$ cat config.mk
export PLATFORM = sky130hd
export DESIGN_NAME = mlpt_ctrl
export DESIGN_NICKNAME = d
export VERILOG_FILES = /design/src/rtl/mlpt_pkg.sv /design/src/rtl/mlpt_ctrl.sv
export SDC_FILE = /design/constraint.sdc
export NUM_CORES = 1
export LEC_CHECK = 0
export BUFFER_PORTS_ARGS = -buffer_cell sky130_fd_sc_hd__buf_2
export CORE_UTILIZATION = 48
export DETAILED_ROUTE_END_ITERATION = 8
export PLACE_DENSITY = 0.77
export SLEW_MARGIN = 20
export SYNTH_ARGS = -nofsm -noshare
export SYNTH_HDL_FRONTEND = slang
export SYNTH_SLANG_ARGS = --single-unit
export TNS_END_PERCENT = 1
$ cat constraint.sdc
create_clock -name clk_i -period 1.71 [get_ports clk_i]
set_input_delay 0.0855 -clock clk_i [delete_from_list [all_inputs] [get_ports clk_i]]
set_output_delay 0.0855 -clock clk_i [all_outputs]
set_load 0.03 [all_outputs]
$ cat src/rtl/mlpt_pkg.sv
// Shared constants, codes and controller/datapath interface types for the page table walker.
package mlpt_pkg;

  localparam int unsigned MAX_PAGE_BITS = 20;
  localparam int unsigned TABLE_SLOTS   = 64;
  localparam int unsigned FRAME_BITS    = 20;

  localparam int unsigned PAGE_W    = 20;
  localparam int unsigned FRAME_W   = 20;
  localparam int unsigned REQ_W     = 2;
  localparam int unsigned LVL_W     = 2;
  localparam int unsigned OFF_W     = 5;
  localparam int unsigned CFG_IDX_W = 1;
  localparam int unsigned CFG_W     = 5;
  localparam int unsigned SLOT_W    = (MAX_PAGE_BITS + 1) / 2;
  localparam int unsigned TBL_W     = $clog2(TABLE_SLOTS);
  localparam int unsigned ADDR_W    = TBL_W + SLOT_W;
  localparam int unsigned DEPTH     = TABLE_SLOTS * (2 ** SLOT_W);
  localparam int unsigned ENTRY_W   = FRAME_W + 1;
  localparam int unsigned CNT_W     = $clog2(TABLE_SLOTS + 1);
  localparam int unsigned BITS_W    = 5;

  localparam int unsigned IN_DATA_W  = 40;
  localparam int unsigned OUT_DATA_W = 32;

  localparam logic [OFF_W-1:0] MIN_OFFSET = OFF_W'(32 - MAX_PAGE_BITS);
  localparam logic [OFF_W-1:0] MAX_OFFSET = OFF_W'(29);

  localparam logic [REQ_W-1:0] REQ_LOOKUP = 2'd0;
  localparam logic [REQ_W-1:0] REQ_MAP    = 2'd1;
  localparam logic [REQ_W-1:0] REQ_UNMAP  = 2'd2;

  localparam logic [LVL_W-1:0] LEVELS_TWO = 2'd2;

  localparam logic [CFG_IDX_W-1:0] CFG_LEVEL_COUNT = 1'b0;
  localparam logic [CFG_IDX_W-1:0] CFG_PAGE_OFFSET = 1'b1;

  localparam logic [TBL_W-1:0] ROOT_TABLE = '0;

  typedef enum logic [1:0] {
    SRC_ROOT,
    SRC_MID,
    SRC_LEAF
  } rd_src_e;

  typedef enum logic [1:0] {
    WR_SWEEP,
    WR_LINK,
    WR_LEAF
  } wr_kind_e;

  typedef struct packed {
    logic     cap_item;
    logic     rd_en;
    rd_src_e  rd_src;
    logic     lat_e0;
    logic     lat_e1;
    logic     lat_e2;
    logic     lat_exh;
    logic     wr_en;
    wr_kind_e wr_kind;
    logic     sweep_root;
    logic     cnt_inc;
    logic     link_lvl;
    logic     load_out;
  } mlpt_cmd_t;

  typedef struct packed {
    logic             three;
    logic [REQ_W-1:0] req;
    logic             p1_now;
    logic             p2_now;
    logic             p1;
    logic             p2;
    logic             exh_now;
    logic             sweep_last;
    logic             out_free;
  } mlpt_sts_t;

endpackage

$ cat src/rtl/mlpt_ctrl.sv
// Walk controller: sequences table reads, subtable clears, links, leaf writes and result hand-off.
module mlpt_ctrl import mlpt_pkg::*; (
  input  logic      clk_i,
  input  logic      rst_ni,
  input  logic      in_valid_i,
  output logic      in_ready_o,
  input  mlpt_sts_t sts_i,
  output mlpt_cmd_t cmd_o
);

  localparam logic [3:0] ST_INIT = 4'd0;
  localparam logic [3:0] ST_IDLE = 4'd1;
  localparam logic [3:0] ST_E0   = 4'd2;
  localparam logic [3:0] ST_E1   = 4'd3;
  localparam logic [3:0] ST_E2   = 4'd4;
  localparam logic [3:0] ST_ACT  = 4'd5;
  localparam logic [3:0] ST_CLR0 = 4'd6;
  localparam logic [3:0] ST_LNK0 = 4'd7;
  localparam logic [3:0] ST_CLR1 = 4'd8;
  localparam logic [3:0] ST_LNK1 = 4'd9;
  localparam logic [3:0] ST_LEAF = 4'd10;
  localparam logic [3:0] ST_DONE = 4'd11;

  logic [3:0] state_q, state_d;

  always_ff @(posedge clk_i or negedge rst_ni) begin
    if (!rst_ni) begin
      state_q <= ST_INIT;
    end else begin
      state_q <= state_d;
    end
  end

  always_comb begin
    state_d    = state_q;
    in_ready_o = 1'b0;
    cmd_o      = '0;
    cmd_o.rd_src  = SRC_ROOT;
    cmd_o.wr_kind = WR_SWEEP;
    case (state_q)
      ST_INIT: begin
        // root table starts cleared
        cmd_o.wr_en      = 1'b1;
        cmd_o.sweep_root = 1'b1;
        cmd_o.cnt_inc    = 1'b1;
        if (sts_i.sweep_last) state_d = ST_IDLE;
      end
      ST_IDLE: begin
        in_ready_o = 1'b1;
        if (in_valid_i) begin
          cmd_o.cap_item = 1'b1;
          cmd_o.rd_en    = 1'b1;
          cmd_o.rd_src   = SRC_ROOT;
          state_d        = ST_E0;
        end
      end
      ST_E0: begin
        cmd_o.lat_e0 = 1'b1;
        if (sts_i.p1_now) begin
          cmd_o.rd_en  = 1'b1;
          cmd_o.rd_src = SRC_MID;
          state_d      = ST_E1;
        end else if (sts_i.req == REQ_LOOKUP) begin
          state_d = ST_DONE;
        end else begin
          state_d = ST_ACT;
        end
      end
      ST_E1: begin
        cmd_o.lat_e1 = 1'b1;
        if (sts_i.req == REQ_LOOKUP) begin
          if (sts_i.p2_now) begin
            cmd_o.rd_en  = 1'b1;
            cmd_o.rd_src = SRC_LEAF;
            state_d      = ST_E2;
          end else begin
            state_d = ST_DONE;
          end
        end else begin
          state_d = ST_ACT;
        end
      end
      ST_E2: begin
        cmd_o.lat_e2 = 1'b1;
        state_d      = ST_DONE;
      end
      ST_ACT: begin
        case (sts_i.req)
          REQ_MAP: begin
            cmd_o.lat_exh = 1'b1;
            if (sts_i.exh_now) begin
              state_d = ST_DONE;
            end else if (!sts_i.p1) begin
              state_d = ST_CLR0;
            end else if (sts_i.three && !sts_i.p2) begin
              state_d = ST_CLR1;
            end else begin
              state_d = ST_LEAF;
            end
          end
          REQ_UNMAP: begin
            if (sts_i.p1 && (!sts_i.three || sts_i.p2)) state_d = ST_LEAF;
            else state_d = ST_DONE;
          end
          default: begin
            state_d = ST_DONE;
          end
        endcase
      end
      ST_CLR0, ST_CLR1: begin
        cmd_o.wr_en   = 1'b1;
        cmd_o.wr_kind = WR_SWEEP;
        cmd_o.cnt_inc = 1'b1;
        if (sts_i.sweep_last) state_d = (state_q == ST_CLR0) ? ST_LNK0 : ST_LNK1;
      end
      ST_LNK0: begin
        cmd_o.wr_en    = 1'b1;
        cmd_o.wr_kind  = WR_LINK;
        cmd_o.link_lvl = 1'b0;
        state_d        = sts_i.three ? ST_CLR1 : ST_LEAF;
      end
      ST_LNK1: begin
        cmd_o.wr_en    = 1'b1;
        cmd_o.wr_kind  = WR_LINK;
        cmd_o.link_lvl = 1'b1;
        state_d        = ST_LEAF;
      end
      ST_LEAF: begin
        cmd_o.wr_en   = 1'b1;
        cmd_o.wr_kind = WR_LEAF;
        state_d       = ST_DONE;
      end
      ST_DONE: begin
        if (sts_i.out_free) begin
          cmd_o.load_out = 1'b1;
          state_d        = ST_IDLE;
        end
      end
      default: begin
        state_d = ST_IDLE;
      end
    endcase
  end

endmodule

==> reports/results.ini <==
[clocking]
clk_latency_ns=0.23
cts-root-buf=clkbuf_4
cts_buffers=3
post_cts_buffers=0
htree_levels=1
path_clk_slew_ns=0.04
cts_buffer_depth=2
cts_tree=yes
clkSinkCount=4

[finish]
drive_above_1_share=0.373
largestRegisters=state_q: 4 flops
diodes=0
largest_reg_flops=4
largest-register=state_q
nNetsFinal=152
area_delta_synth_final_pct=29.4

[synth]
ys_warn_count=0
syn_inst=102
synth_ff_type=dfrtp_1
yosysSeqAreaShare=0.135
yosys.cell_types.count=43
syn_area_per_cell_um2=7.26
synth-seq-cells=4
synthArstFlopShare=1.00
syn_area_um2=741
synth-edff-count=0
synthesis.nets=118

[global_routing]
antenna_found_initial=0
overflow=0
grt_pass1_wl_um=3030
grt_start_max_net_pins=14
grt_pass1_vias=733
track_usage=0.261

[worst_setup_path]
worstSetupStartpointType=flop
cp_data_arrival_time_ns=1.56
crit_chain=buf_4 > nand3b_1 > o21ai_1 > nor2b_1 > buf_2
cp.required_ns=1.62
slowest_delay_ns=0.45
cpMaxStageDelayCell=dfrtp_2
worstSetupPathType=reg -> out
crit_buf_inv=2
critPathTopFamily=flip-flops
crit_fanout=10
crit_path_end_kind=output pin

[floorplan]
dieArea_mm2=0.00170
die_h_um=41.3
placeableCoreArea_mm2=0.00137
rows=13
die_width_um=41.3
pin_count=29
initial_core_util=0.542

[power]
peakVddDrop_v=0.000884
power.leakage_uw=0.000464
powerDensity_mw_per_mm2=1800

[drt]
route.detailed.drc=0
highest_layer=met4
wl_met2_um=1050
drtIter0Drc=30
avgViaCountPerCell=6.19
vias=922
wl_met1_um=915
wl_met3_um=114
detail-route-antenna-nets=0
drt_pre_antenna_iters=4
wl_um=2090
post_drt_wl_per_cell_um=14.0

[timing]
slew_viol_final=0
slew_headroom=0.789
setup_ws_ns=0.0645
tns_ns=0
fin_worst_skew_ns=0.0121
final.period_utilization=0.962
max_freq_mhz=608
tightestPinTransition_ns=0.315
final.min_clock_period_ns=1.65
finalSetupViolations=0
rsz0062_at_grt=true
hold_viol_final=0

[hold_path]
timing.hold.worst.class=in -> async

[place]
dp.final_hpwl_um=1600
io_buffers=28
place_ws_ns=0.126
gp_congestion=0.871

[job]
cap_violations=0

[status]
status=finished, final reports clean

## logic make-up (layout without fill, tap and decap cells)
family,after synthesis,after routing,share of synthesized area
muxes,1,1,0.0135
AOI/OAI and AO/OA,30,30,0.296
buffers and inverters,15,47,0.115
DFF,4,4,0.135
adders and majority gates,4,4,0.0642
and+or+nand+nor,48,48,0.377
## per-layer routing
layer | GRT usage | up-vias
li1 | - | 445
met4 | 0.0161 | 0
met3 | 0.0435 | 2
met2 | 0.508 | 40
met1 | 0.304 | 435
met5 | 0 | -
## placed cells by master, fill, tap and decap left out, types with 3 or more instances in the layout
master,n
nor2_1,8
nor3_1,10
a22oi_1,3
nor2b_1,3
dfrtp_2,4
o21ai_0,4
and3_1,4
nand2b_1,6
buf_4,11
a211oi_1,3
nand2_1,4
clkbuf_4,3
buf_2,26
inv_1,5
ha_1,3
## power breakdown
part | switching, µW | internal (µW)
Combinational | 811 | 553
Sequential | 101 | 146
Clock | 37.4 | 78.4
Total | 950 | 777
## Yosys cell counts (2+ instances only)
cell	instances	area, µm²
a211oi_1	3	22.5
a21boi_0	2	15.0
a21oi_1	2	10.0
a22oi_1	3	22.5
and3_1	4	25.0
buf_2	5	25.0
buf_4	2	15.0
buf_6	2	22.5
dfrtp_1	4	100
ha_1	3	37.5
inv_1	6	22.5
nand2_1	4	15.0
nand2b_1	6	37.5
nor2_1	9	33.8
nor2b_1	4	25.0
nor3_1	10	50.1
o21ai_0	6	30.0
o22ai_1	2	12.5
## through the flow
stage | instances | cell area [µm²] | total power (µW) | hold WS, ns | util
6_report | 149 | 958 | 1730 | 0.187 | 0.701
5_1_grt | 149 | 958 | 1850 | 0.198 | 0.701
4_1_cts | 149 | 946 | 1670 | 0.186 | 0.692
3_5_place_dp | 145 | 911 | 1540 | -0.107 | 0.667
3_3_place_gp | 145 | 911 | 1520 | -0.109 | 0.667
2_1_floorplan | 102 | 747 | 1220 | -0.210 | -
## area by class of cell
class / instances / area (µm²)
well taps: 15 / 18.8
repair buffers: 38 / 223
fillers: 128 / 408
inverters: 6 / 22.5
multi-input cells: 83 / 567
clock buffers: 3 / 22.5
flip-flops and latches: 4 / 105
## final timing paths
| kind | startpoint | endpoint | slack [ns] | cells after the start |
|---|---|---|---|---|
| min | rst_ni | state_q[0] | 0.19 | 2 |
| min reg2reg | state_q[1] | state_q[2] | 0.66 | 1 |
| max | state_q[2] | cmd_o[2] | 0.06 | 5 |
| max reg2reg | state_q[3] | state_q[3] | 0.17 | 4 |
| min in group clk_i | sts_i[2] | state_q[2] | 0.23 | 3 |
| max in group asynchronous | rst_ni | state_q[1] | 1.38 | 2 |
## worst reg2reg max path: stages (launching register included)
cell,delay [ns]
dfrtp_2,0.47
nand2b_1,0.22
o31ai_1,0.10
or4_1,0.51
o2bb2ai_1,0.13
## repair_timing
item                                    in CTS  in global routing
pin swaps                                    0                  0
gates cloned                                 0                  0
hold buffers                                 1                  0
resized for setup                            2                 10
endpoints found under the setup margin       4                  7
endpoints found under the hold margin        4                  0
Note: power is estimated with default switching activity, not from simulation.
