--- src/rtl/mlpt_ram.sv ---
// Generic simple dual-port RAM with registered read.
module mlpt_ram #(
  parameter int unsigned WIDTH = 8,
  parameter int unsigned DEPTH = 16
) (
  input  logic                     clk_i,
  input  logic                     we_i,
  input  logic [$clog2(DEPTH)-1:0] waddr_i,
  input  logic [WIDTH-1:0]         wdata_i,
  input  logic                     re_i,
  input  logic [$clog2(DEPTH)-1:0] raddr_i,
  output logic [WIDTH-1:0]         rdata_o
);

  logic [WIDTH-1:0] mem_q [DEPTH];
  logic [WIDTH-1:0] rdata_q;

  always_ff @(posedge clk_i) begin
    if (we_i) begin
      mem_q[waddr_i] <= wdata_i;
    end
    if (re_i) begin
      rdata_q <= mem_q[raddr_i];
    end
  end

  assign rdata_o = rdata_q;

endmodule

--- config.mk ---
export PLATFORM = sky130hd
export DESIGN_NAME = mlpt_ram
export DESIGN_NICKNAME = d
export VERILOG_FILES = /design/src/rtl/mlpt_ram.sv
export SDC_FILE = /design/constraint.sdc
export NUM_CORES = 1
export LEC_CHECK = 0
export BUFFER_PORTS_ARGS = -buffer_cell sky130_fd_sc_hd__clkbuf_2
export CORE_ASPECT_RATIO = 0.7
export CORE_MARGIN = 5
export CORE_UTILIZATION = 50
export CTS_CLUSTER_SIZE = 24
export DETAILED_ROUTE_END_ITERATION = 8
export PLACE_DENSITY = 0.81
export SLEW_MARGIN = 20
export SYNTH_ARGS = -nofsm -noshare
export SYNTH_HDL_FRONTEND = slang
export SYNTH_SLANG_ARGS = --single-unit
--- constraint.sdc ---
create_clock -name clk_i -period 1.9 [get_ports clk_i]
set_input_delay 0.38 -clock clk_i [delete_from_list [all_inputs] [get_ports clk_i]]
set_output_delay 0.38 -clock clk_i [all_outputs]
set_load 0.02 [all_outputs]
==> impl_metrics.toml, run 1 <==
[placed_design]
dp_hpwl_microns = 6300
place_congestion = 0.758
dp.cells = 403
post-place-ws_ns = -0.0656
io_buffers = 26
place_area_sq_um = 5680

[worst_hold_path]
hp-start = "re_i"
min_path_cells = 1
worstHoldPathType = "input pin to register"
hold_path_end = "rdata_o[2]"

[route]
antenna_left = 0
first_pass_iters = 4
drt_iter0_markers = 267
drt-vias-per-instance = 5.73
routed_wl_microns = 9780
via_count = 2494
drc = 0
wire_per_inst_microns = 22.5

[cells_and_area]
antenna_cells = 0
layout-area-overhead-vs-synth_pct = 20.0
fin_cells = 435
final_cell_area_sq_um = 6270
fin_util_pct = 61.0
drive_gt1_share_pct = 31.7
final_nets = 309

[global_route]
first_global_vias = 2620
track_usage_pct = 17.0
grt_max_degree = 28
antenna_found_initial = 0
grt_pass1_wl_microns = 15100
overflow = 0

[worst_setup_path]
r2r_cells = 3
arrival_ns = 1.69
crit_path_end_kind = "register"
critPathSlowestCell = "mux4_2"
critPathMaxFanout = 20
timing.rr.end = "rdata_o[0]"
cp_cell_sequence = "clkbuf_2 -> buf_12 -> buf_12 -> mux4_2 -> a22oi_1 -> nand2_1"
regToRegSetupSlack_ns = 0.45
crit_path_max_incr_delay_ns = 0.52
path_buf_inv = 3
critPathTopFamily = "multiplexers"
cp_common_cell = "buf_12"
reg2reg_from = "mem_q[2][0]"
startpoint_type = "input pin"
path_class = "input pin to register"
critPathRequiredTime_ns = 2.04

[sta]
relSlewSlack_pct = 73.5
hold_ws_ns = 0.361
tightest_slew_ns = 0.397
final.min_clock_period_ns = 1.54
rsz0062_at_grt = "no"
postLayoutSetupSlackWorst_ns = 0.356
hold_viol_final = 0
fin_skew_ns = 0.00875
setup_viol = 0
setup_tns_ns = 0
max_freq_ghz = 0.648
fin_crit_sh_pct = 81.2
finalMaxSlewViolations = 0

[power_and_ir_drop]
internal_power_mw = 5.69
pwr-share-comb_pct = 4.8
switching_share_pct = 18.9
p_per_area_nw_per_um2 = 1120
p_leak_nw = 2.16
finalPower_mw = 7.02
pwr-share-seq_pct = 48.5
p_sw_mw = 1.33
power_frac_clock_pct = 46.7
vdd_ir_drop_max_mv = 0.668

[clocking]
postCtsSetupRepairBufs = 0
clk_pin_slew_ns = 0.05
tritoncts_num_sinks = 136
post_cts_resized = 0
htreeDepth = 4
holdBufCountCts = 0
numCtsBuffers = 17
cts_tree = "built"
clk_path_buf_depth = 2
clkLatencyLatePin_ns = 0.40
cts-root-buf = "clkbuf_16"

[logic_synthesis]
netlist_instances = 229
synth_cell_types = 18
ys_top_cells_by_area = "edfxtp_1 (78%), mux4_2 (7.8%), mux4_1 (7.0%), a22oi_1 (2.3%), nor2_1 (0.93%)"
synth-seq-cells = 136
synth_top_cell_area_share_pct = 78.1
syn_nets = 248
yosysWarnings = 0
synthesis.area_sq_um = 5230
yosys.area.top_type = "edfxtp_1"
avgSynthCellArea_sq_um = 22.8
yosysSeqAreaShare_pct = 78.1

[floorplan]
chipWidth_microns = 132
pin_count = 27
die_y_microns = 95.6
core_area_sq_um = 10300
initial_core_util_pct = 50.9
dieArea_sq_um = 12600
floorplan.rows = 31

[job]
max_cap_violations = 0

[outcome]
outcome = "complete, no violations"
## layer usage
| layer | track usage, % | routed length (microns) | vias to the layer above |
|---|---|---|---|
| li1 | - | - | 1103 |
| met1 | 24.8 | 4400 | 1296 |
| met2 | 23.9 | 4460 | 89 |
| met3 | 6.12 | 822 | 6 |
| met4 | 5.85 | 92 | 0 |
| met5 | 0 | 0 | - |
## synth_stat cells
library cell,count
edfxtp_1,136
mux4_2,18
a22oi_1,16
mux4_1,14
nor2_1,13
nand2_1,9
nor3_1,4
buf_2,3
buf_6,3
clkdlybuf4s25_2,3
nand2b_1,2
nand3b_1,2
and2_1,1
and2b_1,1
buf_4,1
nand3_1,1
nor2b_1,1
or3b_2,1
## logic make-up (layout without fill, tap and decap cells)
logic type	count (synthesis)	count (layout)	synth area share (%)
muxes	32	32	14.8
and+or+nand+nor	35	35	3.14
buffers and inverters	10	84	1.65
AOI/OAI and AO/OA	16	16	2.30
DFF	136	136	78.1
## layout by cell type, fill, tap and decap left out
cell type	synthesis	final
a22oi_1	16	16
and2_1	1	1
and2b_1	1	1
buf_12	0	4
buf_4	1	22
bufinv_16	0	4
clkbuf_1	0	2
clkbuf_16	0	17
clkbuf_2	0	26
clkinv_1	0	5
clkinv_2	0	4
edfxtp_1	136	136
mux4_1	14	14
mux4_2	18	18
nand2_1	9	9
nand2b_1	2	2
nand3_1	1	1
nand3b_1	2	2
nor2_1	13	13
nor2b_1	1	1
nor3_1	4	4
or3b_2	1	1
## power by group through the flow
stage / logic, mW / registers, mW / clock network [mW]
floorplan: 0.171 / 3.47 / 0
global placement: 0.330 / 3.46 / 0
detailed placement: 0.341 / 3.46 / 0
CTS: 0.342 / 3.40 / 3.33
global route: 0.368 / 3.41 / 3.49
finish: 0.336 / 3.40 / 3.28
## registers in the layout, indices dropped and copies added, names as in the netlist
signal,flops
rdata_o,8
mem_q,128
## worst max path at each step
stage / from / end / slack [ns] / cells after the start
floorplan: waddr_i[2] / mem_q[0][0] / 0.03 / 2
global route: raddr_i[0] / rdata_o[5] / 0.30 / 6
CTS: raddr_i[0] / rdata_o[5] / 0.37 / 6
detailed placement: raddr_i[0] / rdata_o[5] / -0.07 / 6
global placement: raddr_i[0] / rdata_o[5] / -0.06 / 6
finish: raddr_i[0] / rdata_o[5] / 0.36 / 6
## final cells by class
cell class / count / area [sq um]
multi-input cells: 83 / 1060
flip-flops and latches: 136 / 4080
fillers: 713 / 4010
clock buffers: 19 / 433
well taps: 132 / 165
repair buffers: 52 / 375
clock inverters: 13 / 159
(Power assumes the default switching activity.)
==> run 2: changes to the inputs <==
--- a/config.mk
+++ b/config.mk
@@ -11,7 +11,7 @@
 export CORE_UTILIZATION = 50
 export CTS_CLUSTER_SIZE = 24
 export DETAILED_ROUTE_END_ITERATION = 8
-export PLACE_DENSITY = 0.81
+export PLACE_DENSITY = 0.78
 export SLEW_MARGIN = 20
 export SYNTH_ARGS = -nofsm -noshare
 export SYNTH_HDL_FRONTEND = slang
==> constraint.sdc (replaced) <==
create_clock -name clk_i -period 1.47 [get_ports clk_i]
set_input_delay 0.294 -clock clk_i [delete_from_list [all_inputs] [get_ports clk_i]]
set_output_delay 0.294 -clock clk_i [all_outputs]
set_load 0.02 [all_outputs]
==> run 2 against run 1 <==
Routed wire length increased by 6.7%. Sequential share of layout area is 0.16 points higher. Die area unchanged. Clock skew up 0.0019 ns. Combinational power rose by 38%. Setup slack worse by 0.33 ns. Clock-buffer cell count shrank 1. Core utilization fell by 0.15 points. Power up 31%. Clock power increased by 33%. Global-route usage rose by 1.2 points. Via count up 0.32%. Highest routed layer unchanged.
==> impl_metrics.toml, run 2 (synthesized netlist as in run 1, its figures left out) <==
[worst_hold_path]
hold_path_end = "rdata_o[1]"
min_path_cells = 1
worstHoldPathType = "input pin to register"
hp-start = "re_i"

[sta]
hold_viol_final = 0
hold_ws_ns = 0.293
fin_skew_ns = 0.0107
relSlewSlack_pct = 48.1
postLayoutSetupSlackWorst_ns = 0.0216
tightest_slew_ns = 0.775
setup_viol = 0
max_freq_ghz = 0.690
final.min_clock_period_ns = 1.45
finalMaxSlewViolations = 0
rsz0062_at_grt = "yes"
fin_crit_sh_pct = 98.5

[worst_setup_path]
crit_path_max_incr_delay_ns = 0.49
path_buf_inv = 0
reg2reg_from = "mem_q[8][0]"
regToRegSetupSlack_ns = 0.02
critPathSlowestCell = "mux4_2"
critPathMaxFanout = 1
startpoint_type = "register"
critPathTopFamily = "multiplexers"
crit_path_end_kind = "register"
arrival_ns = 1.60
critPathRequiredTime_ns = 1.62
timing.rr.end = "rdata_o[0]"
cp_cell_sequence = "mux4_2 -> a22oi_2 -> nand2_1"
path_class = "register to register"
r2r_cells = 3

[power_and_ir_drop]
p_leak_nw = 2.09
vdd_ir_drop_max_mv = 0.986
pwr-share-seq_pct = 47.7
pwr-share-comb_pct = 5.0
p_sw_mw = 1.84
power_frac_clock_pct = 47.2
p_per_area_nw_per_um2 = 1470
switching_share_pct = 19.9
internal_power_mw = 7.38

[cells_and_area]
antenna_cells = 0
fillers = 711
multiInputGateArea_sq_um = 1050
largest_register_ff_count = 128
layout_common_cells = "edfxtp_1 (136), mux4_2 (31), clkbuf_2 (26), buf_4 (21), clkbuf_16 (17)"
regMostFlops = "mem_q"
layout-area-overhead-vs-synth_pct = 19.7
drive_gt1_share_pct = 40.0
seqCellArea_sq_um = 4080
final_nets = 307
fin_cells = 432
layout_commonest_cell = "edfxtp_1"

[global_route]
track_usage_pct = 18.1
grt_pass1_wl_microns = 16000
antenna_found_initial = 0
grt_max_degree = 18
overflow = 0
first_global_vias = 2483

[clocking]
htreeDepth = 4
clkLatencyLatePin_ns = 0.42
clk_pin_slew_ns = 0.06
cts-root-buf = "clkbuf_16"
postCtsSetupRepairBufs = 0
clk_path_buf_depth = 2
numCtsBuffers = 17
cts_tree = "built"
holdBufCountCts = 0
tritoncts_num_sinks = 136

[floorplan]
dieArea_sq_um = 12600
chipWidth_microns = 132
initial_core_util_pct = 50.9
core_area_sq_um = 10300
pin_count = 27
die_y_microns = 95.6
floorplan.rows = 31

[placed_design]
post-place-ws_ns = -0.379
io_buffers = 26
dp.cells = 401
place_congestion = 0.750
dp_hpwl_microns = 6660

[route]
drt_iter0_markers = 309
via_count = 2502
drt-vias-per-instance = 5.79
antenna_left = 0
wire_per_inst_microns = 24.2
routed_wl_microns = 10400
first_pass_iters = 5
drc = 0

[outcome]
outcome = "complete, no violations"

[job]
max_cap_violations = 0
==> run 2: timing repair <==
action,4_1_cts,5_1_grt
resized for setup,2,4
cloned,0,0
pin swaps,0,3
setup endpoints to repair,2,7
==> run 2: through the flow <==
step	TNS, ns	util [%]	area (sq um)	power [mW]
4_1_cts	0	60.7	6240	9.27
2_1_floorplan	-2.93	-	5230	4.73
3_3_place_gp	-4.10	54.7	5620	4.92
6_report	0	60.9	6260	9.22
3_5_place_dp	-5.16	54.7	5620	4.93
5_1_grt	-0.0610	60.9	6260	9.51
==> run 2: worst max-delay path by stage <==
stage,startpoint,endpoint,slack (ns),depth (start not counted)
3_5_place_dp,raddr_i[0],rdata_o[7],-0.38,5
6_report,mem_q[8][0],rdata_o[0],0.02,3
3_3_place_gp,raddr_i[0],rdata_o[0],-0.35,5
5_1_grt,mem_q[8][0],rdata_o[0],-0.02,3
4_1_cts,mem_q[8][0],rdata_o[0],0.002,3
2_1_floorplan,waddr_i[2],mem_q[3][0],-0.09,2
==> run 2: area by class of cell <==
class	count	area share, %
clock inverter	13	2.86
timing repair buffer	50	5.56
clock buffer	18	6.86
sequential	136	65.3
multi-input combinational	83	16.8
tap	132	2.64
==> run 2: layer usage <==
metal  wire, microns  up-vias  share of wire [%]  track usage (%)
li1                -     1084                  -                -
met1            4860     1290                 47             28.0
met2            4620      113                 44             24.6
met3             828       15                7.9             6.43
met4             123        0                1.2             4.58
met5               0        -                  0                0
==> run 2: power groups by stage <==
stage	combinational, mW	sequential, mW	clock [mW]
after global routing	0.504	4.40	4.60
after CTS	0.463	4.40	4.41
after floorplan	0.241	4.49	0
after global placement	0.445	4.47	0
after detailed placement	0.457	4.48	0
final	0.465	4.40	4.35
