## src/rtl/mlpt_pkg.sv

```systemverilog
// Shared constants, codes and controller/datapath interface types for the page table walker.
package mlpt_pkg;

  localparam int unsigned MAX_PAGE_BITS = 20;
  localparam int unsigned TABLE_SLOTS   = 64;
  localparam int unsigned FRAME_BITS    = 20;

  localparam int unsigned PAGE_W    = 20;
  localparam int unsigned FRAME_W   = 20;
  localparam int unsigned REQ_W     = 2;
  localparam int unsigned LVL_W     = 2;
  localparam int unsigned OFF_W     = 5;
  localparam int unsigned CFG_IDX_W = 1;
  localparam int unsigned CFG_W     = 5;
  localparam int unsigned SLOT_W    = (MAX_PAGE_BITS + 1) / 2;
  localparam int unsigned TBL_W     = $clog2(TABLE_SLOTS);
  localparam int unsigned ADDR_W    = TBL_W + SLOT_W;
  localparam int unsigned DEPTH     = TABLE_SLOTS * (2 ** SLOT_W);
  localparam int unsigned ENTRY_W   = FRAME_W + 1;
  localparam int unsigned CNT_W     = $clog2(TABLE_SLOTS + 1);
  localparam int unsigned BITS_W    = 5;

  localparam int unsigned IN_DATA_W  = 40;
  localparam int unsigned OUT_DATA_W = 32;

  localparam logic [OFF_W-1:0] MIN_OFFSET = OFF_W'(32 - MAX_PAGE_BITS);
  localparam logic [OFF_W-1:0] MAX_OFFSET = OFF_W'(29);

  localparam logic [REQ_W-1:0] REQ_LOOKUP = 2'd0;
  localparam logic [REQ_W-1:0] REQ_MAP    = 2'd1;
  localparam logic [REQ_W-1:0] REQ_UNMAP  = 2'd2;

  localparam logic [LVL_W-1:0] LEVELS_TWO = 2'd2;

  localparam logic [CFG_IDX_W-1:0] CFG_LEVEL_COUNT = 1'b0;
  localparam logic [CFG_IDX_W-1:0] CFG_PAGE_OFFSET = 1'b1;

  localparam logic [TBL_W-1:0] ROOT_TABLE = '0;

  typedef enum logic [1:0] {
    SRC_ROOT,
    SRC_MID,
    SRC_LEAF
  } rd_src_e;

  typedef enum logic [1:0] {
    WR_SWEEP,
    WR_LINK,
    WR_LEAF
  } wr_kind_e;

  typedef struct packed {
    logic     cap_item;
    logic     rd_en;
    rd_src_e  rd_src;
    logic     lat_e0;
    logic     lat_e1;
    logic     lat_e2;
    logic     lat_exh;
    logic     wr_en;
    wr_kind_e wr_kind;
    logic     sweep_root;
    logic     cnt_inc;
    logic     link_lvl;
    logic     load_out;
  } mlpt_cmd_t;

  typedef struct packed {
    logic             three;
    logic [REQ_W-1:0] req;
    logic             p1_now;
    logic             p2_now;
    logic             p1;
    logic             p2;
    logic             exh_now;
    logic             sweep_last;
    logic             out_free;
  } mlpt_sts_t;

endpackage

```

## src/rtl/mlpt_dp.sv

```systemverilog
// Walk datapath: configuration, index split, entry checks, allocation count and result register.
module mlpt_dp import mlpt_pkg::*; (
  input  logic                 clk_i,
  input  logic                 rst_ni,
  input  logic                 cfg_we_i,
  input  logic [CFG_IDX_W-1:0] cfg_idx_i,
  input  logic [CFG_W-1:0]     cfg_data_i,
  input  logic [REQ_W-1:0]     req_type_i,
  input  logic [PAGE_W-1:0]    page_number_i,
  input  logic [FRAME_W-1:0]   frame_number_i,
  input  mlpt_cmd_t            cmd_i,
  output mlpt_sts_t            sts_o,
  output logic                 ram_we_o,
  output logic [ADDR_W-1:0]    ram_waddr_o,
  output logic [ENTRY_W-1:0]   ram_wdata_o,
  output logic                 ram_re_o,
  output logic [ADDR_W-1:0]    ram_raddr_o,
  input  logic [ENTRY_W-1:0]   ram_rdata_i,
  output logic                 out_valid_o,
  input  logic                 out_ready_i,
  output logic                 hit_o,
  output logic [FRAME_W-1:0]   frame_out_o,
  output logic [LVL_W-1:0]     levels_read_o,
  output logic                 pool_exhausted_o,
  output logic [CNT_W-1:0]     tables_in_use_o
);

  function automatic logic [BITS_W-1:0] div3(input logic [BITS_W-1:0] v);
    logic [BITS_W-1:0] r;
    case (v)
      5'd3, 5'd4, 5'd5:    r = 5'd1;
      5'd6, 5'd7, 5'd8:    r = 5'd2;
      5'd9, 5'd10, 5'd11:  r = 5'd3;
      5'd12, 5'd13, 5'd14: r = 5'd4;
      5'd15, 5'd16, 5'd17: r = 5'd5;
      5'd18, 5'd19, 5'd20: r = 5'd6;
      5'd21, 5'd22, 5'd23: r = 5'd7;
      5'd24, 5'd25, 5'd26: r = 5'd8;
      5'd27, 5'd28, 5'd29: r = 5'd9;
      5'd30, 5'd31:        r = 5'd10;
      default:             r = 5'd0;
    endcase
    return r;
  endfunction

  function automatic logic [SLOT_W-1:0] field(input logic [PAGE_W-1:0] page,
                                               input logic [BITS_W-1:0] shift,
                                               input logic [BITS_W-1:0] bits);
    logic [PAGE_W-1:0] sh;
    logic [PAGE_W-1:0] mask;
    sh   = page >> shift;
    mask = ~({PAGE_W{1'b1}} << bits);
    return SLOT_W'(sh & mask);
  endfunction

  logic [LVL_W-1:0]   level_count_q;
  logic [OFF_W-1:0]   page_off_q;
  logic [REQ_W-1:0]   req_q;
  logic [FRAME_W-1:0] frame_q;
  logic [SLOT_W-1:0]  idx0_q, idx1_q, idx2_q;
  logic               p1_q, p2_q, exh_q;
  logic [TBL_W-1:0]   t1_q, t2_q;
  logic [ENTRY_W-1:0] e1_q, e2_q;
  logic [CNT_W-1:0]   alloc_q;
  logic [SLOT_W-1:0]  cnt_q;
  logic               out_valid_q;
  logic               hit_q, exh_out_q;
  logic [FRAME_W-1:0] fout_q;
  logic [LVL_W-1:0]   lv_q;
  logic [CNT_W-1:0]   tiu_q;

  logic               three;
  logic [OFF_W-1:0]   off_c;
  logic [BITS_W-1:0]  pb, d3, b0, b1, b2, s0;
  logic [SLOT_W-1:0]  idx0_c, idx1_c, idx2_c;
  logic               ptr_ok;
  logic [1:0]         need;
  logic               exh_now;
  logic [TBL_W-1:0]   sweep_tbl;
  logic               is_lookup, hit_c;
  logic [LVL_W-1:0]   lv_c;
  logic [FRAME_W-1:0] fout_c;
  logic               do_link;

  assign three = (level_count_q != LEVELS_TWO);

  // index split under the current layout
  always_comb begin
    if (page_off_q < MIN_OFFSET) off_c = MIN_OFFSET;
    else if (page_off_q > MAX_OFFSET) off_c = MAX_OFFSET;
    else off_c = page_off_q;
    pb = BITS_W'(6'd32 - {1'b0, off_c});
    d3 = div3(pb);
    if (three) begin
      b0 = d3;
      b1 = d3;
      b2 = pb - (d3 << 1);
    end else begin
      b0 = pb >> 1;
      b1 = pb - (pb >> 1);
      b2 = '0;
    end
    s0     = b1 + b2;
    idx0_c = field(page_number_i, s0, b0);
    idx1_c = field(page_number_i, b2, b1);
    idx2_c = field(page_number_i, '0, b2);
  end

  // upper-level entry points at an allocated table
  assign ptr_ok = ram_rdata_i[ENTRY_W-1] && (ram_rdata_i[FRAME_W-1:CNT_W] == '0) &&
                  (ram_rdata_i[CNT_W-1:0] < alloc_q);

  always_comb begin
    if (!p1_q) need = three ? 2'd2 : 2'd1;
    else if (three && !p2_q) need = 2'd1;
    else need = 2'd0;
  end
  assign exh_now = ({1'b0, alloc_q} + {{(CNT_W-1){1'b0}}, need}) > (CNT_W+1)'(TABLE_SLOTS);

  assign sweep_tbl = cmd_i.sweep_root ? ROOT_TABLE : alloc_q[TBL_W-1:0];
  assign do_link   = cmd_i.wr_en && (cmd_i.wr_kind == WR_LINK);

  always_comb begin
    ram_we_o    = cmd_i.wr_en;
    ram_waddr_o = {sweep_tbl, cnt_q};
    ram_wdata_o = '0;
    case (cmd_i.wr_kind)
      WR_SWEEP: begin
        ram_waddr_o = {sweep_tbl, cnt_q};
        ram_wdata_o = '0;
      end
      WR_LINK: begin
        ram_waddr_o = cmd_i.link_lvl ? {t1_q, idx1_q} : {ROOT_TABLE, idx0_q};
        ram_wdata_o = {1'b1, FRAME_W'(alloc_q[TBL_W-1:0])};
      end
      WR_LEAF: begin
        ram_waddr_o = three ? {t2_q, idx2_q} : {t1_q, idx1_q};
        ram_wdata_o = (req_q == REQ_MAP) ? {1'b1, frame_q} : '0;
      end
      default: begin
        ram_waddr_o = {sweep_tbl, cnt_q};
        ram_wdata_o = '0;
      end
    endcase
  end

  always_comb begin
    ram_re_o = cmd_i.rd_en;
    case (cmd_i.rd_src)
      SRC_ROOT: ram_raddr_o = {ROOT_TABLE, idx0_c};
      SRC_MID:  ram_raddr_o = {ram_rdata_i[TBL_W-1:0], idx1_q};
      SRC_LEAF: ram_raddr_o = {ram_rdata_i[TBL_W-1:0], idx2_q};
      default:  ram_raddr_o = {ROOT_TABLE, idx0_c};
    endcase
  end

  always_comb begin
    is_lookup = (req_q == REQ_LOOKUP);
    hit_c     = is_lookup && p1_q && (three ? (p2_q && e2_q[ENTRY_W-1]) : e1_q[ENTRY_W-1]);
    if (!is_lookup) lv_c = 2'd0;
    else if (!p1_q) lv_c = 2'd1;
    else if (three && p2_q) lv_c = 2'd3;
    else lv_c = 2'd2;
    if (hit_c) fout_c = three ? e2_q[FRAME_W-1:0] : e1_q[FRAME_W-1:0];
    else fout_c = '0;
  end

  always_ff @(posedge clk_i or negedge rst_ni) begin
    if (!rst_ni) begin
      level_count_q <= 2'd3;
      page_off_q    <= 5'd12;
      alloc_q       <= CNT_W'(1);
      cnt_q         <= '0;
      out_valid_q   <= 1'b0;
      p1_q          <= 1'b0;
      p2_q          <= 1'b0;
      exh_q         <= 1'b0;
    end else begin
      if (cfg_we_i) begin
        case (cfg_idx_i)
          CFG_LEVEL_COUNT: level_count_q <= cfg_data_i[LVL_W-1:0];
          CFG_PAGE_OFFSET: page_off_q    <= cfg_data_i[OFF_W-1:0];
          default: ;
        endcase
      end
      if (cmd_i.cap_item) begin
        p1_q  <= 1'b0;
        p2_q  <= 1'b0;
        exh_q <= 1'b0;
      end
      if (cmd_i.lat_e0) p1_q <= ptr_ok;
      if (cmd_i.lat_e1) p2_q <= three && ptr_ok;
      if (cmd_i.lat_exh) exh_q <= exh_now;
      if (cmd_i.cnt_inc) cnt_q <= cnt_q + SLOT_W'(1);
      if (do_link) alloc_q <= alloc_q + CNT_W'(1);
      if (cmd_i.load_out) out_valid_q <= 1'b1;
      else if (out_ready_i) out_valid_q <= 1'b0;
    end
  end

  always_ff @(posedge clk_i) begin
    if (cmd_i.cap_item) begin
      req_q   <= req_type_i;
      frame_q <= frame_number_i;
      idx0_q  <= idx0_c;
      idx1_q  <= idx1_c;
      idx2_q  <= idx2_c;
    end
    if (cmd_i.lat_e0) t1_q <= ram_rdata_i[TBL_W-1:0];
    if (cmd_i.lat_e1) begin
      e1_q <= ram_rdata_i;
      t2_q <= ram_rdata_i[TBL_W-1:0];
    end
    if (cmd_i.lat_e2) e2_q <= ram_rdata_i;
    if (do_link) begin
      if (cmd_i.link_lvl) t2_q <= alloc_q[TBL_W-1:0];
      else t1_q <= alloc_q[TBL_W-1:0];
    end
    if (cmd_i.load_out) begin
      hit_q     <= hit_c;
      fout_q    <= fout_c;
      lv_q      <= lv_c;
      exh_out_q <= (req_q == REQ_MAP) && exh_q;
      tiu_q     <= alloc_q;
    end
  end

  always_comb begin
    sts_o            = '0;
    sts_o.three      = three;
    sts_o.req        = req_q;
    sts_o.p1_now     = ptr_ok;
    sts_o.p2_now     = three && ptr_ok;
    sts_o.p1         = p1_q;
    sts_o.p2         = p2_q;
    sts_o.exh_now    = exh_now;
    sts_o.sweep_last = &cnt_q;
    sts_o.out_free   = !out_valid_q || out_ready_i;
  end

  assign out_valid_o      = out_valid_q;
  assign hit_o            = hit_q;
  assign frame_out_o      = fout_q;
  assign levels_read_o    = lv_q;
  assign pool_exhausted_o = exh_out_q;
  assign tables_in_use_o  = tiu_q;

endmodule

```

## config.mk

```make
export PLATFORM = sky130hd
export DESIGN_NAME = mlpt_dp
export DESIGN_NICKNAME = d
export VERILOG_FILES = /design/src/rtl/mlpt_pkg.sv /design/src/rtl/mlpt_dp.sv
export SDC_FILE = /design/constraint.sdc
export NUM_CORES = 1
export LEC_CHECK = 0
export BUFFER_PORTS_ARGS = -buffer_cell sky130_fd_sc_hd__buf_2
export CAP_MARGIN = 5
export CORE_ASPECT_RATIO = 2
export CORE_MARGIN = 10
export CORE_UTILIZATION = 35
export CTS_CLUSTER_SIZE = 10
export DETAILED_ROUTE_END_ITERATION = 16
export MAX_ROUTING_LAYER = met4
export PLACE_DENSITY_LB_ADDON = 0.12
export SYNTH_ARGS = -nofsm -noshare
export SYNTH_HDL_FRONTEND = slang
export SYNTH_SLANG_ARGS = --single-unit
```

## constraint.sdc

```tcl
create_clock -name clk_i -period 10.2 [get_ports clk_i]
set_input_delay 2.55 -clock clk_i [delete_from_list [all_inputs] [get_ports clk_i]]
set_output_delay 2.55 -clock clk_i [all_outputs]
set_load 0.1 [all_outputs]
```

==> metrics.md, run 1 <==
| Metric | Value |
|---|---|
| Outcome | finished clean |
| Clock transition at path regs | 0.07 ns |
| # DRC | 0 |
| Vias in the first global route | 8830 |
| WHS | 0.479 ns |
| Endpoints failing hold | 0 |
| Slew Viols, Final | 0 |
| Fillers | 2877 |
| WL/cell | 23.4 um |
| Placed insts | 1516 |
| CP arrival | 6.97 ns |
| CTS tree | yes |
| Worst EP required | 7.65 ns |
| Vias | 8492 |
| Max Freq | 105 MHz |
| H-tree Lvls | 4 |
| GPL Wtd Cong | 0.923 |
| Number of max-cap violations | 0 |
| Clk_lat worst skew | 0.44 ns |
| PostCTS Resize Cnt | 0 |
| Boundary pin count | 185 |
| Register area share after synthesis | 45.8% |
| Setup TNS | 0 ns |
| Multi-input gate area | 0.00511 sq mm |
| Least-Margin Pin Slew | 1.00 ns |
| Critical path launch point type | flip-flop |
| Net Count, Synth | 1152 |
| Kind of path behind the tightest hold check | reg -> reg |
| Switching Fraction | 50.7% |
| Post-route ant nets | 0 |
| Slew headroom | 31.5% |
| Drt total wl | 36.3 mm |
| Critical path type | reg -> out |
| Die span in y | 262 um |
| GRT Max-Usage Layer | met2 |
| Yosys reg bits | 165 |
| Most common cell after layout, fill and taps aside | nand2_1 |
| Mapped cell area | 0.0103 sq mm |
| M1 GR Usage | 16.8% |
| Unique cell type count in the Yosys netlist | 87 |
| PwrDens | 366 mW/mm^2 |
| Most used DFF post-synth | edfxtp_1 |
| Synth-to-Final Area Change | 17.8% |
| Clk sinks | 165 |
| Via density | 5.48 |
| First-pass DRT Iterations | 5 |
| Met3 Usage GRT | 3.11% |
| Seq. cell area | 0.00470 sq mm |
| CP cell instances | nand2_1 > o2bb2ai_1 > inv_1 > ha_1 > xnor2_2 > inv_1 > ha_1 > nand2b_1 > a211oi_2 > a2111oi_2 > inv_1 > fa_2 > xor2_1 > nand2_1 > nand3_1 > o21ai_0 > and3_1 > a221oi_2 > buf_4 > mux2i_1 > o311a_1 > o21a_1 > buf_2 |
| Slowest library cell on the worst path | dfstp_2 |
| Lkg Pwr | 5.20 nW |
| Final #Nets | 1296 |
| Core Region | 0.0288 sq mm |
| Final count of negative-setup-slack endpoints | 0 |
| Starting density of the core | 35.6% |
| Initial antenna violation count | 3 |
| Row count | 88 |
| EDFF count, synth | 125 |
| Cell internal pwr | 2.18 mW |
| Syn avg cell area | 9.95 sq um |
| Root buffer cell | clkbuf_16 |
| GRT Util Overall | 19.9% |
| CP most frequent cell | inv_1 |
| Share of post-route cells with drive strength above 1 | 25.1% |
| Worst clock skew | 0.0144 ns |
| Critical path fanouts, max | 20 |
| Clk buf depth | 2 |
| Port bufs | 182 |
| Setup repair after global routing missed its margin | false |
| Psw | 2.25 mW |
| Starting DRC count in detailed routing | 413 |
| YS warnings | 0 |
| Max incr delay on CP | 0.68 ns |
| First-pass GRT wire length | 54.2 mm |
| Die X | 141 um |
| Cells after Synth | 1031 |
| Grt ovf | 0 |
| Period utilization | 93.4% |
| Clock Power Share | 15.7% |
| Largest net degree at the start of global routing | 56 |
| Sequential Power Share | 22.9% |
| TritonCTS Buffers | 17 |
| Tmin final | 9.52 ns |
| Finished Layout Cells | 1550 |
| Critical Path Sink Type | output port |
| Commonest cells after routing, fill and taps aside | 195 x nand2_1, 181 x buf_2, 125 x edfxtp_1 |
| Peak VDD IR | 0.214 mV |
| CTS Hold Buffers Added | 0 |
| # Post-CTS Setup Buffers | 0 |
| Met2 capacity usage during global routing | 38.5% |
| Post-synth ARST share | 17.0% |
| Dpl hpwl | 28.9 mm |
| Die Area | 0.0370 sq mm |
| Proportion of power drawn by combinational gates | 61.4% |
critical path, delay by kind of cell, from the launching register on:
kind	cells	cell delay (ns)
AO/OA/AOI/OAI	7	1.84
XOR/XNOR	2	0.65
adder cells (fa/ha/maj)	3	1.00
buffers and inverters	5	1.27
flip-flops	1	0.68
multiplexers	1	0.21
AND/OR/NAND/NOR	5	0.86
synth_stat cells (all sizes together), types with 3 or more instances:
cell / n / area share, %
a2111oi: 4 / 0.40
a211oi: 6 / 0.49
a21boi: 3 / 0.22
a21o: 10 / 0.74
a21oi: 54 / 2.6
a221o: 4 / 0.39
a221oi: 11 / 1.0
a22o: 12 / 1.0
a22oi: 7 / 0.51
a31oi: 14 / 0.85
and2: 26 / 1.6
and3: 8 / 0.49
buf: 27 / 1.6
clkbuf: 46 / 1.7
dfrtp: 23 / 5.6
dfstp: 5 / 1.3
dfxtp: 12 / 2.3
edfxtp: 125 / 37
fa: 3 / 0.59
ha: 30 / 3.7
inv: 43 / 1.6
mux2: 24 / 2.6
mux2i: 63 / 6.2
mux4: 11 / 2.4
nand2: 196 / 7.2
nand2b: 13 / 0.79
nand3: 20 / 0.98
nand4: 6 / 0.37
nor2: 49 / 1.8
nor2b: 7 / 0.43
nor3: 16 / 0.83
nor3b: 5 / 0.41
nor4: 5 / 0.30
o211ai: 5 / 0.37
o21a: 9 / 0.66
o21ai: 41 / 2.0
o22ai: 11 / 0.67
o31ai: 8 / 0.72
or2: 4 / 0.24
or3: 4 / 0.24
xnor2: 20 / 1.9
xor2: 5 / 0.50
flip-flops by register name, indices dropped and copies added (netlist names), 2 cells and up:
signal           flops
alloc_q              7
cnt_q               10
frame_q             20
idx0_q              10
page_off_q           5
t2_q                 6
req_q                2
e1_q                21
tables_in_use_o      7
levels_read_o        2
level_count_q        2
idx2_q              10
t1_q                 6
e2_q                21
frame_out_o         20
idx1_q              10
stage by stage:
stage	util [%]	power [mW]	setup slack [ns]	instance area [sq um]
floorplan	-	3.07	0.00204	10300
global placement	39.6	3.72	0.980	11400
detailed placement	39.6	3.72	0.853	11400
CTS	41.8	4.43	0.351	12100
global route	41.9	4.71	0.0615	12100
finish	41.9	4.43	0.677	12100
area by class of cell:
class                   instances  share of cell area [%]
clock inverters                14                    1.66
inverters                      44                    1.37
multi-input cells             749                    42.2
flip-flops and latches        165                    38.9
diodes                          2                  0.0414
repair buffers                198                    8.55
clock buffers                  18                    3.55
well taps                     360                    3.73
power groups by stage:
stage / registers, mW / logic, mW / clock network [mW]
after floorplan: 1.04 / 2.02 / 0
after global placement: 1.03 / 2.69 / 0
after detailed placement: 1.03 / 2.69 / 0
after CTS: 1.02 / 2.70 / 0.710
after global routing: 1.03 / 2.94 / 0.739
final: 1.02 / 2.72 / 0.695
cells by family (layout without fill, tap and decap cells):
group	after synthesis	in the layout	share of synthesized area [%]
and+or+nand+nor	373	373	16.9
AOI/OAI and AO/OA	220	220	14.6
DFF	165	165	45.8
buffers and inverters	117	274	4.87
muxes	98	98	11.2
adders and majority gates	33	33	4.24
xor gates and xnor gates	25	25	2.35
other	0	2	0
per-layer routing:
| metal | routed length (um) | up-vias |
|---|---|---|
| li1 | - | 4021 |
| met1 | 11200 | 4092 |
| met2 | 21300 | 282 |
| met3 | 1400 | 97 |
| met4 | 2420 | 0 |
| met5 | 0 | - |
path summary, 6_finish.rpt:
kind,from,cells after the start,slack [ns],to
setup reg to reg,page_off_q[3],22,4.02,idx0_q[5]
hold / removal,cnt_q[8],1,0.48,cnt_q[8]
max in group asynchronous,rst_ni,1,7.57,p2_q
min in group asynchronous,rst_ni,1,2.15,page_off_q[4]
setup / recovery,page_off_q[3],23,0.68,ram_raddr_o[6]
hold reg to reg,cnt_q[8],1,0.48,cnt_q[8]
No activity file was read; power rests on OpenSTA's default activity.
==> run 2: changes to the inputs <==
--- a/config.mk
+++ b/config.mk
@@ -7,6 +7,8 @@
 export LEC_CHECK = 0
 export BUFFER_PORTS_ARGS = -buffer_cell sky130_fd_sc_hd__buf_2
 export CAP_MARGIN = 5
+export CELL_PAD_IN_SITES_DETAIL_PLACEMENT = 1
+export CELL_PAD_IN_SITES_GLOBAL_PLACEMENT = 1
 export CORE_ASPECT_RATIO = 2
 export CORE_MARGIN = 10
 export CORE_UTILIZATION = 35
==> run 2 against run 1 <==
Register-to-register slack worse by 0.11 ns. Highest routed layer unchanged. Final area down 0.47%. Combinational power about the same. Critical path depth unchanged.
==> metrics.md, run 2 (synthesis gave the netlist of run 1 again) <==
| Metric | Value |
|---|---|
| Final count of negative-setup-slack endpoints | 0 (unchanged) |
| Boundary pin count | 185 (unchanged) |
| Critical Path Sink Type | output port (unchanged) |
| Core Region | 0.0288 sq mm (unchanged) |
| Tot Pwr | 4.38 mW (was 4.43 mW) |
| Tmin final | 9.63 ns (was 9.52 ns) |
| Switching Fraction | 51.6% (was 50.7%) |
| Starting DRC count in detailed routing | 408 (was 413) |
| Reg2Reg Launch Point | page_off_q[3] (unchanged) |
| Endpoints failing hold | 0 (unchanged) |
| Peak VDD IR | 0.185 mV (was 0.214 mV) |
| Critical path type | reg -> out (unchanged) |
| Clock Power Share | 14.8% (was 15.7%) |
| Cell internal pwr | 2.12 mW (was 2.18 mW) |
| Reg-to-reg slack, setup | 3.91 ns (was 4.02 ns) |
| Vias | 8565 (was 8492) |
| First-pass GRT wire length | 56.2 mm (was 54.2 mm) |
| Dpl cell area | 0.0114 sq mm (about the same) |
| Share of post-route cells with drive strength above 1 | 24.7% (was 25.1%) |
| Kind of path behind the tightest hold check | reg -> reg (unchanged) |
| Hold endpoint | cnt_q[8] (unchanged) |
| Worst clock skew | 0.00704 ns (was 0.0144 ns) |
| Pre-CTS setup slack | 0.662 ns (was 0.853 ns) |
| Setup repair after global routing missed its margin | false (unchanged) |
| Drt total wl | 37.4 mm (was 36.3 mm) |
| Seq. cell area | 0.00470 sq mm (unchanged) |
| Worst flop-to-flop path endpoint | idx0_q[3] (was idx0_q[5]) |
| Fillers | 3340 (was 2877) |
| Dpl hpwl | 30.0 mm (was 28.9 mm) |
| Post-route ant nets | 0 (unchanged) |
| PwrDens | 364 mW/mm^2 (was 366 mW/mm^2) |
| # DRC | 0 (unchanged) |
| CP arrival | 7.08 ns (was 6.97 ns) |
| Commonest cells after routing, fill and taps aside | 195 x nand2_1, 181 x buf_2, 125 x edfxtp_1 (unchanged) |
| Starting density of the core | 35.6% (unchanged) |
| PostCTS Resize Cnt | 0 (unchanged) |
| Setup TNS | 0 ns (unchanged) |
| Die Area | 0.0370 sq mm (unchanged) |
| Hold path depth | 1 (unchanged) |
| Slew headroom | 37.1% (was 31.5%) |
| CTS tree | yes (unchanged) |
| Sequential Power Share | 23.1% (was 22.9%) |
| Placed insts | 1513 (was 1516) |
| Multi-input gate area | 0.00512 sq mm (was 0.00511 sq mm) |
| Outcome | finished clean (unchanged) |
| Row count | 88 (unchanged) |
| Via density | 5.54 (was 5.48) |
| Hold path startpoint | cnt_q[8] (unchanged) |
| GPL Wtd Cong | 0.949 (was 0.923) |
| Period utilization | 94.4% (was 93.4%) |
| Clk sinks | 165 (unchanged) |
| Final instance area | 0.0120 sq mm (was 0.0121 sq mm) |
| Worst EP required | 7.65 ns (about the same) |
| Final #Nets | 1293 (was 1296) |
| Die span in y | 262 um (unchanged) |
| Final worst slack | 0.572 ns (was 0.677 ns) |
| Proportion of power drawn by combinational gates | 62.1% (was 61.4%) |
| Synth-to-Final Area Change | 17.3% (was 17.8%) |
| Critical path launch point type | flip-flop (unchanged) |
| Number of max-cap violations | 0 (unchanged) |
| WL/cell | 24.2 um (was 23.4 um) |
| Grt ovf | 0 (unchanged) |
| GRT Util Overall | 20.6% (was 19.9%) |
| Port bufs | 182 (unchanged) |
| Finished Layout Cells | 1546 (was 1550) |
| Largest net degree at the start of global routing | 56 (unchanged) |
| Critical path fanouts, max | 20 (unchanged) |
| WHS | 0.484 ns (was 0.479 ns) |
| Most common cell after layout, fill and taps aside | nand2_1 (unchanged) |
| CP cell instances | nand2_1 > o2bb2ai_2 > inv_1 > ha_1 > xnor2_2 > mux2_2 > o22ai_1 > a211oi_1 > nand3_1 > a21oi_1 > ha_1 > inv_1 > fa_2 > and2_1 > mux2i_1 > a21bo_1 > a21o_1 > a221oi_2 > buf_4 > nand3b_1 > o311ai_1 > o31ai_1 > buf_2 (was nand2_1 > o2bb2ai_1 > inv_1 > ha_1 > xnor2_2 > inv_1 > ha_1 > nand2b_1 > a211oi_2 > a2111oi_2 > inv_1 > fa_2 > xor2_1 > nand2_1 > nand3_1 > o21ai_0 > and3_1 > a221oi_2 > buf_4 > mux2i_1 > o311a_1 > o21a_1 > buf_2) |
| Slowest library cell on the worst path | fa_2 (was dfstp_2) |
| Clk_lat worst skew | 0.44 ns (about the same) |
| Root buffer cell | clkbuf_16 (unchanged) |
| Die X | 141 um (unchanged) |
| Max Freq | 104 MHz (was 105 MHz) |
| Clock transition at path regs | 0.07 ns (about the same) |
| Largest registers | e1_q (21), e2_q (21) (unchanged) |
| First-pass DRT Iterations | 4 (was 5) |
| Crit. Startpoint | page_off_q[3] (unchanged) |
| Post-layout util | 41.7% (was 41.9%) |
| H-tree Lvls | 4 (unchanged) |
| CTS Hold Buffers Added | 0 (unchanged) |
| Cells on worst reg2reg path | 21 (was 22) |
| Vias in the first global route | 9317 (was 8830) |
| Slew Viols, Final | 0 (unchanged) |
| Lkg Pwr | 5.16 nW (was 5.20 nW) |
| Least-Margin Pin Slew | 0.943 ns (was 1.00 ns) |
| Max incr delay on CP | 0.70 ns (was 0.68 ns) |
| Clk buf depth | 2 (unchanged) |
| TritonCTS Buffers | 17 (unchanged) |
| Psw | 2.26 mW (was 2.25 mW) |
| Initial antenna violation count | 0 (was 3) |
| # Post-CTS Setup Buffers | 0 (unchanged) |
-- run 2: cell types whose count changed in the layout (fill, tap and decap cells not counted), sizes merged --
cell / previous run / this run
buf: 197 / 194
bufinv: 4 / 2
clkbuf: 19 / 21
clkinv: 4 / 2
clkinvlp: 2 / 4
diode: 2 / 1
-- run 2: layout make-up --
| class | count | share of cell area, % |
|---|---|---|
| antenna | 1 | 0.0208 |
| inverter | 44 | 1.37 |
| timing repair buffer | 195 | 8.40 |
| sequential | 165 | 39.1 |
| clock buffer | 20 | 3.63 |
| clock inverter | 12 | 1.21 |
| tap | 360 | 3.74 |
| multi-input combinational | 749 | 42.6 |
-- run 2: critical path: cells and delay by family (launching register included) --
kind            cells  cell delay (ns)
compound gates      9             2.05
fa+ha+maj           3             1.27
buf+inv             4             0.98
simple gates        4             0.79
flops               1             0.69
mux                 2             0.44
xor+xnor            1             0.39
-- run 2: how the worst max path moves through the flow --
stage	endpoint	slack [ns]	depth (start not counted)
2_1_floorplan	ram_raddr_o[9]	0.002	27
3_3_place_gp	ram_raddr_o[2]	0.85	21
3_5_place_dp	ram_raddr_o[3]	0.66	22
4_1_cts	ram_raddr_o[3]	0.12	22
5_1_grt	ram_raddr_o[2]	0.03	23
6_report	ram_raddr_o[2]	0.57	23
-- run 2: routing by layer --
metal	wire length (um)	global-route usage (%)	vias to the layer above	share of wire, %
li1	-	-	4023	-
met1	11800	17.1	4284	31
met2	23000	42.4	195	62
met3	1060	3.02	63	2.8
met4	1540	9.53	0	4.1
met5	0	-	-	0
-- run 2: power by group through the flow --
stage          clock [mW]  combinational [mW]  sequential (mW)
4_1_cts             0.659                2.71             1.01
5_1_grt             0.687                2.95             1.03
3_5_place_dp            0                2.69             1.03
6_report            0.648                2.72             1.01
2_1_floorplan           0                2.02             1.04
3_3_place_gp            0                2.68             1.02
